===== src/hdl/atfp_pkg.sv =====
// shared types, byte codes and helpers for the ascii tuning frame parser
// used by atfp_value and ascii_tuning_frame_parser; depends on nothing
`default_nettype none

package atfp_pkg;

   // default configuration handed to the top level parameters
   localparam int DEF_FRAC_BITS   = 16;
   localparam int DEF_FRAC_DIGITS = 8;
   localparam int DEF_MAX_PAYLOAD = 64;

   // value widths
   localparam int VAL_W  = 48;
   localparam int WIDE_W = 53;

   // reciprocal divider widths: dividend, multiplier, product, shift amount
   localparam int DIV_N_W = 32;
   localparam int MUL_W   = 33;
   localparam int PROD_W  = DIV_N_W + MUL_W;
   localparam int SH_W    = 6;

   localparam logic signed [VAL_W-1:0] VAL_MAX = 48'sh7FFF_FFFF_FFFF;

   // ascii codes used by the frame matchers
   localparam logic [7:0] CH_HASH  = 8'h23;
   localparam logic [7:0] CH_P     = 8'h50;
   localparam logic [7:0] CH_UNDER = 8'h5F;
   localparam logic [7:0] CH_EQUAL = 8'h3D;
   localparam logic [7:0] CH_BANG  = 8'h21;
   localparam logic [7:0] CH_AT    = 8'h40;
   localparam logic [7:0] CH_F     = 8'h46;
   localparam logic [7:0] CH_L     = 8'h6C;
   localparam logic [7:0] CH_A     = 8'h61;
   localparam logic [7:0] CH_G     = 8'h67;
   localparam logic [7:0] CH_MINUS = 8'h2D;
   localparam logic [7:0] CH_POINT = 8'h2E;
   localparam logic [7:0] CH_ZERO  = 8'h30;

   // powers of ten for the fraction digit positions
   localparam longint unsigned POW10 [10] = '{
      64'd1, 64'd10, 64'd100, 64'd1000, 64'd10000, 64'd100000, 64'd1000000,
      64'd10000000, 64'd100000000, 64'd1000000000
   };

   typedef enum logic [2:0] {
      PP_HASH, PP_LETTER, PP_LOOP, PP_UNDER, PP_COEF, PP_EQUAL, PP_PAYLOAD
   } param_phase_type;

   typedef enum logic [2:0] {
      SP_AT, SP_F, SP_L, SP_A, SP_G, SP_EQUAL, SP_PAYLOAD
   } switch_phase_type;

   // control from the frame matcher to the value accumulator
   typedef struct packed {
      logic clear;
      logic take;
   } value_ctrl_type;

   // clamp a wide intermediate to the symmetric value range
   function automatic logic signed [VAL_W-1:0] sat_val(input logic signed [WIDE_W-1:0] v);
      logic signed [WIDE_W-1:0] hi;
      logic signed [WIDE_W-1:0] lo;
      hi = WIDE_W'(VAL_MAX);
      lo = -hi;
      if (v > hi) begin
         return VAL_MAX;
      end else if (v < lo) begin
         return -VAL_MAX;
      end
      return $signed(v[VAL_W-1:0]);
   endfunction

endpackage

`default_nettype wire


===== src/hdl/ascii_tuning_frame_parser.sv =====
// top level of the ascii tuning frame parser: byte skid register, both frame
// matchers and the result register; depends on atfp_pkg and atfp_value
//
// Usage:
//   req channel carries one received byte per transaction (req_rx_byte).
//   rsp channel carries one result whenever a parameter frame "#Pa_b=...!"
//   or a switch frame "@Flag=c!" ends on a byte; both flags are set when one
//   '!' closes both. Bytes that close no frame produce no transaction.
//   Timing: a taken byte is held in the input register and matched there;
//   its result is loaded into the result register when that byte is consumed.
//   Throughput: one byte per cycle while no closing byte waits on rsp_ready.
//   The figure is set by the accumulator loop: the reciprocal multiply for
//   the fraction digit and the saturating add feed the value register.
//   Stall: while a result waits on rsp_ready, bytes that close no frame keep
//   flowing; a byte that would close a frame waits in the input register and
//   req_ready drops once that register is full.
//   Reset: synchronous, clears both matchers, the payload state, the stored
//   switch code and both registers' valid flags.
`default_nettype none

module ascii_tuning_frame_parser #(
   parameter int FRAC_BITS   = atfp_pkg::DEF_FRAC_BITS,
   parameter int FRAC_DIGITS = atfp_pkg::DEF_FRAC_DIGITS,
   parameter int MAX_PAYLOAD = atfp_pkg::DEF_MAX_PAYLOAD
) (
   input  wire logic                           clock,
   input  wire logic                           reset,
   input  wire logic                           req_valid,
   output logic                                req_ready,
   input  wire logic [7:0]                     req_rx_byte,
   output logic                                rsp_valid,
   input  wire logic                           rsp_ready,
   output logic                                rsp_param_done,
   output logic [7:0]                          rsp_loop_select,
   output logic [7:0]                          rsp_coef_select,
   output logic signed [atfp_pkg::VAL_W-1:0]   rsp_param_value,
   output logic                                rsp_payload_overflow,
   output logic                                rsp_switch_done,
   output logic [7:0]                          rsp_switch_code
);

   // input skid register
   logic       byte_valid_ff, byte_valid_in;
   logic [7:0] byte_ff, byte_in;
   logic       req_accept;
   logic       consume;
   logic       fire;

   // matcher state
   atfp_pkg::param_phase_type  param_phase_ff, param_phase_in;
   atfp_pkg::switch_phase_type switch_phase_ff, switch_phase_in;
   logic [7:0] loop_id_ff, loop_id_in;
   logic [7:0] coef_id_ff, coef_id_in;
   logic       switch_seen_ff, switch_seen_in;
   logic [7:0] switch_value_ff, switch_value_in;

   // result register
   logic                              rsp_valid_ff, rsp_valid_in;
   logic                              pdone_ff, pdone_in;
   logic [7:0]                        lsel_ff, lsel_in;
   logic [7:0]                        csel_ff, csel_in;
   logic signed [atfp_pkg::VAL_W-1:0] pval_ff, pval_in;
   logic                              povf_ff, povf_in;
   logic                              sdone_ff, sdone_in;
   logic [7:0]                        scode_ff, scode_in;

   // decoded matcher outputs
   logic capture_loop, capture_coef, param_clear, param_take, pdone;
   logic switch_clear, switch_take, sdone;
   atfp_pkg::value_ctrl_type          value_ctrl;
   logic signed [atfp_pkg::VAL_W-1:0] value;
   logic                              overflow;

   // handshake: a closing byte waits while the result register is occupied
   assign fire       = pdone || sdone;
   assign consume    = byte_valid_ff && (!fire || !rsp_valid_ff || rsp_ready);
   assign req_ready  = !byte_valid_ff || consume;
   assign req_accept = req_valid && req_ready;

   always_comb begin
      byte_valid_in = byte_valid_ff;
      byte_in       = byte_ff;
      if (req_accept) begin
         byte_valid_in = 1'b1;
         byte_in       = req_rx_byte;
      end else if (consume) begin
         byte_valid_in = 1'b0;
      end
   end

   // parameter matcher next state
   always_comb begin
      param_phase_in = param_phase_ff;
      case (param_phase_ff)
         atfp_pkg::PP_HASH: begin
            if (byte_ff == atfp_pkg::CH_HASH) param_phase_in = atfp_pkg::PP_LETTER;
         end
         atfp_pkg::PP_LETTER: begin
            if (byte_ff == atfp_pkg::CH_P) param_phase_in = atfp_pkg::PP_LOOP;
         end
         atfp_pkg::PP_LOOP:  param_phase_in = atfp_pkg::PP_UNDER;
         atfp_pkg::PP_UNDER: begin
            if (byte_ff == atfp_pkg::CH_UNDER) param_phase_in = atfp_pkg::PP_COEF;
         end
         atfp_pkg::PP_COEF:  param_phase_in = atfp_pkg::PP_EQUAL;
         atfp_pkg::PP_EQUAL: begin
            if (byte_ff == atfp_pkg::CH_EQUAL) param_phase_in = atfp_pkg::PP_PAYLOAD;
         end
         atfp_pkg::PP_PAYLOAD: begin
            if (byte_ff == atfp_pkg::CH_BANG) param_phase_in = atfp_pkg::PP_HASH;
         end
         default: param_phase_in = atfp_pkg::PP_HASH;
      endcase
   end

   // parameter matcher outputs
   always_comb begin
      capture_loop = 1'b0;
      capture_coef = 1'b0;
      param_clear  = 1'b0;
      param_take   = 1'b0;
      pdone        = 1'b0;
      case (param_phase_ff)
         atfp_pkg::PP_LOOP:  capture_loop = 1'b1;
         atfp_pkg::PP_COEF:  capture_coef = 1'b1;
         atfp_pkg::PP_EQUAL: param_clear  = (byte_ff == atfp_pkg::CH_EQUAL);
         atfp_pkg::PP_PAYLOAD: begin
            pdone       = (byte_ff == atfp_pkg::CH_BANG);
            param_clear = (byte_ff == atfp_pkg::CH_BANG);
            param_take  = (byte_ff != atfp_pkg::CH_BANG);
         end
         default: ;
      endcase
   end

   // switch matcher next state
   always_comb begin
      switch_phase_in = switch_phase_ff;
      case (switch_phase_ff)
         atfp_pkg::SP_AT: begin
            if (byte_ff == atfp_pkg::CH_AT) switch_phase_in = atfp_pkg::SP_F;
         end
         atfp_pkg::SP_F: begin
            if (byte_ff == atfp_pkg::CH_F) switch_phase_in = atfp_pkg::SP_L;
         end
         atfp_pkg::SP_L: begin
            if (byte_ff == atfp_pkg::CH_L) switch_phase_in = atfp_pkg::SP_A;
         end
         atfp_pkg::SP_A: begin
            if (byte_ff == atfp_pkg::CH_A) switch_phase_in = atfp_pkg::SP_G;
         end
         atfp_pkg::SP_G: begin
            if (byte_ff == atfp_pkg::CH_G) switch_phase_in = atfp_pkg::SP_EQUAL;
         end
         atfp_pkg::SP_EQUAL: begin
            if (byte_ff == atfp_pkg::CH_EQUAL) switch_phase_in = atfp_pkg::SP_PAYLOAD;
         end
         atfp_pkg::SP_PAYLOAD: begin
            if (byte_ff == atfp_pkg::CH_BANG) switch_phase_in = atfp_pkg::SP_AT;
         end
         default: switch_phase_in = atfp_pkg::SP_AT;
      endcase
   end

   // switch matcher outputs
   always_comb begin
      switch_clear = 1'b0;
      switch_take  = 1'b0;
      sdone        = 1'b0;
      case (switch_phase_ff)
         atfp_pkg::SP_EQUAL: switch_clear = (byte_ff == atfp_pkg::CH_EQUAL);
         atfp_pkg::SP_PAYLOAD: begin
            sdone        = (byte_ff == atfp_pkg::CH_BANG);
            switch_clear = (byte_ff == atfp_pkg::CH_BANG);
            switch_take  = (byte_ff != atfp_pkg::CH_BANG);
         end
         default: ;
      endcase
   end

   // id bytes and the first switch payload byte
   always_comb begin
      loop_id_in      = loop_id_ff;
      coef_id_in      = coef_id_ff;
      switch_seen_in  = switch_seen_ff;
      switch_value_in = switch_value_ff;
      if (consume) begin
         if (capture_loop) loop_id_in = byte_ff - atfp_pkg::CH_ZERO;
         if (capture_coef) coef_id_in = byte_ff - atfp_pkg::CH_ZERO;
         if (switch_clear) begin
            switch_seen_in = 1'b0;
         end else if (switch_take) begin
            switch_seen_in = 1'b1;
            if (!switch_seen_ff) switch_value_in = byte_ff - atfp_pkg::CH_ZERO;
         end
      end
   end

   // payload value accumulator
   assign value_ctrl.clear = consume && param_clear;
   assign value_ctrl.take  = consume && param_take;

   atfp_value #(
      .FRAC_BITS   (FRAC_BITS),
      .FRAC_DIGITS (FRAC_DIGITS),
      .MAX_PAYLOAD (MAX_PAYLOAD)
   ) u_value (
      .clock    (clock),
      .reset    (reset),
      .ctrl     (value_ctrl),
      .rx_byte  (byte_ff),
      .value    (value),
      .overflow (overflow)
   );

   // result register load
   always_comb begin
      rsp_valid_in = rsp_valid_ff;
      pdone_in     = pdone_ff;
      lsel_in      = lsel_ff;
      csel_in      = csel_ff;
      pval_in      = pval_ff;
      povf_in      = povf_ff;
      sdone_in     = sdone_ff;
      scode_in     = scode_ff;
      if (consume && fire) begin
         rsp_valid_in = 1'b1;
         pdone_in     = pdone;
         lsel_in      = pdone ? loop_id_ff : 8'd0;
         csel_in      = pdone ? coef_id_ff : 8'd0;
         pval_in      = pdone ? value : '0;
         povf_in      = pdone && overflow;
         sdone_in     = sdone;
         scode_in     = sdone ? switch_value_ff : 8'd0;
      end else if (rsp_ready) begin
         rsp_valid_in = 1'b0;
      end
   end

   // control registers
   always_ff @(posedge clock) begin
      if (reset) begin
         byte_valid_ff   <= 1'b0;
         rsp_valid_ff    <= 1'b0;
         param_phase_ff  <= atfp_pkg::PP_HASH;
         switch_phase_ff <= atfp_pkg::SP_AT;
         switch_seen_ff  <= 1'b0;
         switch_value_ff <= 8'd0;
         loop_id_ff      <= 8'd0;
         coef_id_ff      <= 8'd0;
      end else begin
         byte_valid_ff   <= byte_valid_in;
         rsp_valid_ff    <= rsp_valid_in;
         switch_seen_ff  <= switch_seen_in;
         switch_value_ff <= switch_value_in;
         loop_id_ff      <= loop_id_in;
         coef_id_ff      <= coef_id_in;
         if (consume) begin
            param_phase_ff  <= param_phase_in;
            switch_phase_ff <= switch_phase_in;
         end
      end
   end

   // payload registers
   always_ff @(posedge clock) begin
      byte_ff  <= byte_in;
      pdone_ff <= pdone_in;
      lsel_ff  <= lsel_in;
      csel_ff  <= csel_in;
      pval_ff  <= pval_in;
      povf_ff  <= povf_in;
      sdone_ff <= sdone_in;
      scode_ff <= scode_in;
   end

   assign rsp_valid            = rsp_valid_ff;
   assign rsp_param_done       = pdone_ff;
   assign rsp_loop_select      = lsel_ff;
   assign rsp_coef_select      = csel_ff;
   assign rsp_param_value      = pval_ff;
   assign rsp_payload_overflow = povf_ff;
   assign rsp_switch_done      = sdone_ff;
   assign rsp_switch_code      = scode_ff;

   // a result always carries at least one finished frame
   a_result_has_frame: assert property (@(posedge clock) disable iff (reset)
      rsp_valid |-> (rsp_param_done || rsp_switch_done))
      else $error("result without a finished frame");

   // parameter fields are zero when no parameter frame ended
   a_param_fields_zero: assert property (@(posedge clock) disable iff (reset)
      (rsp_valid && !rsp_param_done) |->
         (rsp_param_value == '0 && rsp_loop_select == 8'd0 &&
          rsp_coef_select == 8'd0 && !rsp_payload_overflow))
      else $error("parameter fields set without a parameter frame");

   // the saturated value never reaches the most negative code
   a_value_symmetric: assert property (@(posedge clock) disable iff (reset)
      rsp_valid |-> (rsp_param_value != {1'b1, {(atfp_pkg::VAL_W-1){1'b0}}}))
      else $error("parameter value outside saturation range");

   // a closing byte is never processed over a pending result
   a_no_overwrite: assert property (@(posedge clock) disable iff (reset)
      (consume && fire) |-> (!rsp_valid_ff || rsp_ready))
      else $error("result register overwritten while stalled");

   // a stalled result holds its content into the next cycle
   a_result_held: assert property (@(posedge clock) disable iff (reset)
      (rsp_valid && !rsp_ready) |=> (rsp_valid && $stable(rsp_param_value) &&
                                     $stable(rsp_switch_code)))
      else $error("stalled result changed");

endmodule

`default_nettype wire


===== src/hdl/atfp_value.sv =====
// payload value accumulator: decimal text to signed fixed point with saturation
// depends on atfp_pkg; the fraction digit divide is a reciprocal multiply
`default_nettype none

module atfp_value #(
   parameter int FRAC_BITS   = atfp_pkg::DEF_FRAC_BITS,
   parameter int FRAC_DIGITS = atfp_pkg::DEF_FRAC_DIGITS,
   parameter int MAX_PAYLOAD = atfp_pkg::DEF_MAX_PAYLOAD
) (
   input  wire logic                                clock,
   input  wire logic                                reset,
   input  wire atfp_pkg::value_ctrl_type            ctrl,
   input  wire logic [7:0]                          rx_byte,
   output logic signed [atfp_pkg::VAL_W-1:0]        value,
   output logic                                     overflow
);

   localparam int FP_W  = $clog2(FRAC_DIGITS + 2);
   localparam int CNT_W = $clog2(MAX_PAYLOAD + 1);
   localparam int FP_N  = FRAC_DIGITS + 2;

   logic signed [atfp_pkg::VAL_W-1:0] acc_ff, acc_in;
   logic                              neg_ff, neg_in;
   logic                              point_ff, point_in;
   logic [FP_W-1:0]                   frac_pos_ff, frac_pos_in;
   logic [CNT_W-1:0]                  count_ff, count_in;
   logic                              ovf_ff, ovf_in;

   // per position reciprocal constants
   logic [atfp_pkg::MUL_W-1:0]   mul_tab  [FP_N];
   logic [atfp_pkg::SH_W-1:0]    sh_tab   [FP_N];
   logic [atfp_pkg::DIV_N_W-1:0] half_tab [FP_N];

   for (genvar i = 0; i < FP_N; i++) begin : g_recip
      if (i >= 1 && i <= FRAC_DIGITS) begin : g_used
         localparam longint unsigned P   = atfp_pkg::POW10[i];
         localparam int              SH  = atfp_pkg::DIV_N_W + $clog2(P);
         localparam longint unsigned MUL = ((64'd1 << SH) + P - 64'd1) / P;
         assign mul_tab[i]  = atfp_pkg::MUL_W'(MUL);
         assign sh_tab[i]   = atfp_pkg::SH_W'(SH);
         assign half_tab[i] = atfp_pkg::DIV_N_W'(P / 64'd2);
      end else begin : g_unused
         assign mul_tab[i]  = '0;
         assign sh_tab[i]   = '0;
         assign half_tab[i] = '0;
      end
   end

   // digit value and its magnitude
   logic signed [8:0] digit;
   logic [7:0]        digit_mag;
   assign digit     = $signed({1'b0, rx_byte}) - $signed({1'b0, atfp_pkg::CH_ZERO});
   assign digit_mag = digit[8] ? 8'(-digit) : digit[7:0];

   // integer part: acc*10 saturated, then plus digit scaled
   logic signed [atfp_pkg::WIDE_W-1:0] acc_wide, times10, digit_unit, int_pre;
   logic signed [atfp_pkg::VAL_W-1:0]  times10_sat, int_sum;
   assign acc_wide    = atfp_pkg::WIDE_W'(acc_ff);
   assign times10     = (acc_wide <<< 3) + (acc_wide <<< 1);
   assign times10_sat = atfp_pkg::sat_val(times10);
   assign digit_unit  = atfp_pkg::WIDE_W'(digit) <<< FRAC_BITS;
   assign int_pre     = atfp_pkg::WIDE_W'(times10_sat) + digit_unit;
   assign int_sum     = atfp_pkg::sat_val(int_pre);

   // fraction digit: round(mag * 2^FRAC_BITS / 10^k), ties away from zero
   logic [atfp_pkg::DIV_N_W-1:0] dividend;
   logic [atfp_pkg::PROD_W-1:0]  product, quot_full;
   logic [atfp_pkg::DIV_N_W-1:0] quot;
   logic signed [atfp_pkg::WIDE_W-1:0] quot_wide, frac_pre;
   logic signed [atfp_pkg::VAL_W-1:0]  frac_sum;
   assign dividend  = (atfp_pkg::DIV_N_W'(digit_mag) << FRAC_BITS) + half_tab[frac_pos_ff];
   assign product   = atfp_pkg::PROD_W'(dividend) * atfp_pkg::PROD_W'(mul_tab[frac_pos_ff]);
   assign quot_full = product >> sh_tab[frac_pos_ff];
   assign quot      = quot_full[atfp_pkg::DIV_N_W-1:0];
   assign quot_wide = atfp_pkg::WIDE_W'($signed({1'b0, quot}));
   assign frac_pre  = digit[8] ? acc_wide - quot_wide : acc_wide + quot_wide;
   assign frac_sum  = atfp_pkg::sat_val(frac_pre);

   // next payload state
   always_comb begin
      acc_in      = acc_ff;
      neg_in      = neg_ff;
      point_in    = point_ff;
      frac_pos_in = frac_pos_ff;
      count_in    = count_ff;
      ovf_in      = ovf_ff;
      if (ctrl.clear) begin
         acc_in      = '0;
         neg_in      = 1'b0;
         point_in    = 1'b0;
         frac_pos_in = FP_W'(1);
         count_in    = '0;
         ovf_in      = 1'b0;
      end else if (ctrl.take) begin
         if (count_ff < CNT_W'(MAX_PAYLOAD)) begin
            count_in = count_ff + 1'b1;
            if (rx_byte == atfp_pkg::CH_MINUS) begin
               neg_in = 1'b1;
            end else if (!point_ff) begin
               if (rx_byte == atfp_pkg::CH_POINT) begin
                  point_in = 1'b1;
               end else begin
                  acc_in = int_sum;
               end
            end else if (frac_pos_ff <= FP_W'(FRAC_DIGITS)) begin
               acc_in      = frac_sum;
               frac_pos_in = frac_pos_ff + 1'b1;
            end
         end else begin
            ovf_in = 1'b1;
         end
      end
   end

   always_ff @(posedge clock) begin
      if (reset) begin
         acc_ff      <= '0;
         neg_ff      <= 1'b0;
         point_ff    <= 1'b0;
         frac_pos_ff <= FP_W'(1);
         count_ff    <= '0;
         ovf_ff      <= 1'b0;
      end else begin
         acc_ff      <= acc_in;
         neg_ff      <= neg_in;
         point_ff    <= point_in;
         frac_pos_ff <= frac_pos_in;
         count_ff    <= count_in;
         ovf_ff      <= ovf_in;
      end
   end

   assign value    = neg_ff ? -acc_ff : acc_ff;
   assign overflow = ovf_ff;

endmodule

`default_nettype wire

===== config.mk =====
export PLATFORM = sky130hd
export DESIGN_NAME = ascii_tuning_frame_parser
export DESIGN_NICKNAME = d
export VERILOG_FILES = /design/src/hdl/atfp_pkg.sv /design/src/hdl/ascii_tuning_frame_parser.sv /design/src/hdl/atfp_value.sv
export SDC_FILE = /design/constraint.sdc
export NUM_CORES = 2
export LEC_CHECK = 0
export ABC_AREA = 1
export BUFFER_PORTS_ARGS = -buffer_cell sky130_fd_sc_hd__buf_4
export CAP_MARGIN = 15
export CORE_ASPECT_RATIO = 0.5
export CORE_UTILIZATION = 59
export DETAILED_ROUTE_END_ITERATION = 6
export PLACE_DENSITY_LB_ADDON = 0.08
export REMOVE_ABC_BUFFERS = 1
export SLEW_MARGIN = 20
export SYNTH_ARGS = -nofsm -noshare
export SYNTH_HDL_FRONTEND = slang
export SYNTH_SLANG_ARGS = --single-unit

===== constraint.sdc =====
create_clock -name clock -period 15.4 [get_ports clock]
set_input_delay 3.08 -clock clock [delete_from_list [all_inputs] [get_ports clock]]
set_output_delay 3.08 -clock clock [all_outputs]
set_load 0.03 [all_outputs]

==> summary.md <==
The fraction of the mapped netlist area in compound gates works out to 8.25%. Setup violations remaining at the end of the flow were counted as 0. The detailed-route via count was 51300. For the worst hold slack across all endpoints, the log shows 0.462 ns. The highest net fanout along the worst path is 33. The xor-xnor portion of the synthesized cell area works out to 2.67%. Yosys mapped the design onto 65 distinct sky130hd cell types.

The total buffers and inverters traversed by the critical path was 20. The first detailed-routing pass ran for 6 iterations. The clock transition time at the flip-flop clock pins of the worst setup and hold paths was 0.09 ns.

Dividing the detail-routed wire length by the instance count gives 21.0 µm. The floorplan step set the die height to 213 µm. In the synthesized netlist the async set-or-reset flop fraction comes to 0%. The cell at the root of the clock tree is clkbuf_16. The clock arrives with 0.0239 ns of skew. In the layout the commonest cells are nand2_1 (1862), inv_1 (1714), nor2_1 (830), fa_1 (709), nand3_1 (507). Summing every instance area after synthesis gives 0.0528 mm².

Each instance of the synthesized netlist takes up on average 6.74 µm². At the pin with the least slew margin, the transition time is 1.18 ns. The logs give 0 for the final number of max-transition violations and 67.9 MHz for the highest attainable clock frequency.

The wire length reported by the detailed router came out at 193 mm. The filler cells instantiated in the layout total 8566. After detailed routing, the number of remaining DRC violations is 0.

STA classifies the critical path endpoint as a flop. Max-capacitance violation count: 0. Synthesis handed over a netlist of 7831 instances. For the violation count after the first detailed-route iteration, the log shows 5381. In this design, the critical path's most frequently occurring cell is nand2_1. The adder and majority cell fraction of the synthesized area came out at 38.2%. The area overhead of the layout relative to synthesis is 7.32%, and the number of enable flip-flop cells after synthesis is 83. The number of port buffers was 88; the number of global-route vias before repair was 49500.

The clock passes through at most 2 buffers. Grouping stages by cell kind, the critical path spends the most delay in simple AND/OR/NAND/NOR gates. The remaining global-route overflow was 0; the maximum single-stage delay on the critical path was 0.60 ns. In this run, CTS created clock tree buffers numbering 17. The final estimated routing congestion in global placement was 1.11. The slack of the critical path was 0.681 ns. Data on the critical path is required at its endpoint by 15.73 ns. Entering global routing, the biggest net connects 97 pins. The global-route wire length before repair is 293 mm. 89 I/O pins were placed. The critical path startpoint category was a flop.

In the final layout, the share of cells above drive strength 1 is 7.27%. The largest total area in the synthesized netlist belongs to fa_1. The run gives 15.05 ns as the data arrival time of the worst path.

The flow ran to the end, and the final reports show no timing, DRC or antenna violations. Global routing consumed, over all layers together, 42.8% of the routing resources. The HPWL after detailed placement is 160 mm.

The effective utilization at floorplan was 59.7%. The fraction of synthesized area in multiplexers came out at 0.0379%. The dominant combinational cell family by area after synthesis was adder cells.

TritonCTS built the clock tree. The synthesized design contains 178 register bits. The layout net count was 9172. The run gives 77 as the number of placement rows.

The classification of the worst setup path was reg2reg. The run gives 0.441 ns as the setup slack at placement. Leaving out fill and tap cells, the most frequent cell in the layout is nand2_1. The tools report the normalized max-slew margin as 21.2%. The clock latency on the worst-skew pair was 0.50 ns; the proportion of synthesized chip area in sequential cells was 8.33%.

The placeable core area came out at 0.0884 mm². Subtracting the final worst setup slack from the clock period gives 14.72 ns. Yosys printed 0 warnings. The number of endpoints with negative hold slack in the final report is 0, and the number of antenna violations at the first check in global routing is 1. The class of the tightest hold or removal check is reg2reg. Dividing the detail-routed via count by the number of cells gives 5.59. In this run the number of H-tree levels came out at 4.

Area fraction of the dominant cell type after synthesis: 27.0%. The clock net in this run drives a total of 178 sinks. Ranked by total cell area, the synthesized netlist is headed by fa_1 (27%), nand2_1 (13%), inv_1 (12%). Dominant synthesized flop cell: dfxtp_1.

The remaining antenna violation count is 0. The floorplan step defined a die boundary enclosing 0.0907 mm². The largest individual stage delay along the critical path comes from the cell fa_1. The simple-gate share of the synthesized area is 27.8%. The share of the cycle needed by the critical path after routing came out at 95.6%. Measured along the x axis, the die boundary spans 425 µm.
registers in the layout, summed over array words and instances (netlist names):
register              cells
byte_ff                   8
byte_valid_ff             1
coef_id_ff                8
loop_id_ff                8
param_phase_ff            3
rsp_coef_select           8
rsp_loop_select           8
rsp_param_done            1
rsp_param_value          48
rsp_payload_overflow      1
rsp_switch_code           8
rsp_switch_done           1
rsp_valid                 1
switch_phase_ff           3
switch_seen_ff            1
switch_value_ff           8
u_value.acc_ff           48
u_value.count_ff          7
u_value.frac_pos_ff       4
u_value.neg_ff            1
u_value.overflow          1
u_value.point_ff          1
final timing paths:
check / from / endpoint / slack, ns / cells after the start
max: u_value.frac_pos_ff[1] / u_value.acc_ff[24] / 0.68 / 85
min: loop_id_ff[2] / loop_id_ff[2] / 0.46 / 2
min reg2reg: loop_id_ff[2] / loop_id_ff[2] / 0.46 / 2
max reg2reg: u_value.frac_pos_ff[1] / u_value.acc_ff[24] / 0.68 / 85
synthesized netlist by cell type (all sizes together), types with 50 or more instances:
library cell / n
xnor2: 53
nand3: 538
fa: 712
edfxtp: 83
a21oi: 425
dfxtp: 95
nor3: 69
inv: 1753
buf: 103
nand4: 50
nor2: 877
ha: 473
nand2: 1920
o21ai: 257
clkbuf: 123
xor2: 108
tightest hold or removal path, stage by stage (launching register included):
cell and delay (ns):
dfxtp_1 0.30, inv_1 0.06, a21oi_1 0.06
layer usage:
layer / global-route usage (%) / vias up / part of all wire, %
met3: 11.8 / 570 / 12
met4: 21.0 / 2 / 5.7
li1: - / 24100 / -
met1: 56.3 / 23900 / 40
met2: 65.4 / 2695 / 42
met5: 0 / - / 0.0067
kinds of logic after synthesis:
group           count (synthesis)
other cells                     2
flops                         178
buf+inv                      1997
mux                             2
xor+xnor                      161
simple gates                 3512
compound gates                794
fa+ha+maj                    1185
what timing repair did:
item                                    in CTS  in global routing
resized for setup                            0                 50
endpoints found under the setup margin       0                 48
hold buffers                                 0                  0
setup buffers                                0                  8
cell type report:
cell class,instances,area (µm²),share of cell area [%]
Inverter,1771,6670,11.8
Clock buffer,17,425,0.751
Multi-Input combinational cell,5702,41100,72.5
Tap cell,1185,1480,2.62
Sequential cell,178,4390,7.76
Timing Repair Buffer,305,2370,4.19
Clock inverter,15,226,0.400
Antenna cell,2,5.00,0.00884
stage by stage:
| stage | area, µm² | instances | TNS [ns] | util (%) |
|---|---|---|---|---|
| finish | 56600 | 9175 | 0 | 64.0 |
| global route | 56600 | 9173 | -0.125 | 64.0 |
| CTS | 56400 | 9165 | 0 | 63.7 |
| detailed placement | 55700 | 9133 | 0 | 63.0 |
| global placement | 55700 | 9133 | 0 | 63.0 |
| floorplan | 51900 | 7651 | -28.32 | - |
Power is left out: the tool's default activity adds up to more than one toggle a clock period on the data nets, which glitch-free logic cannot reach.
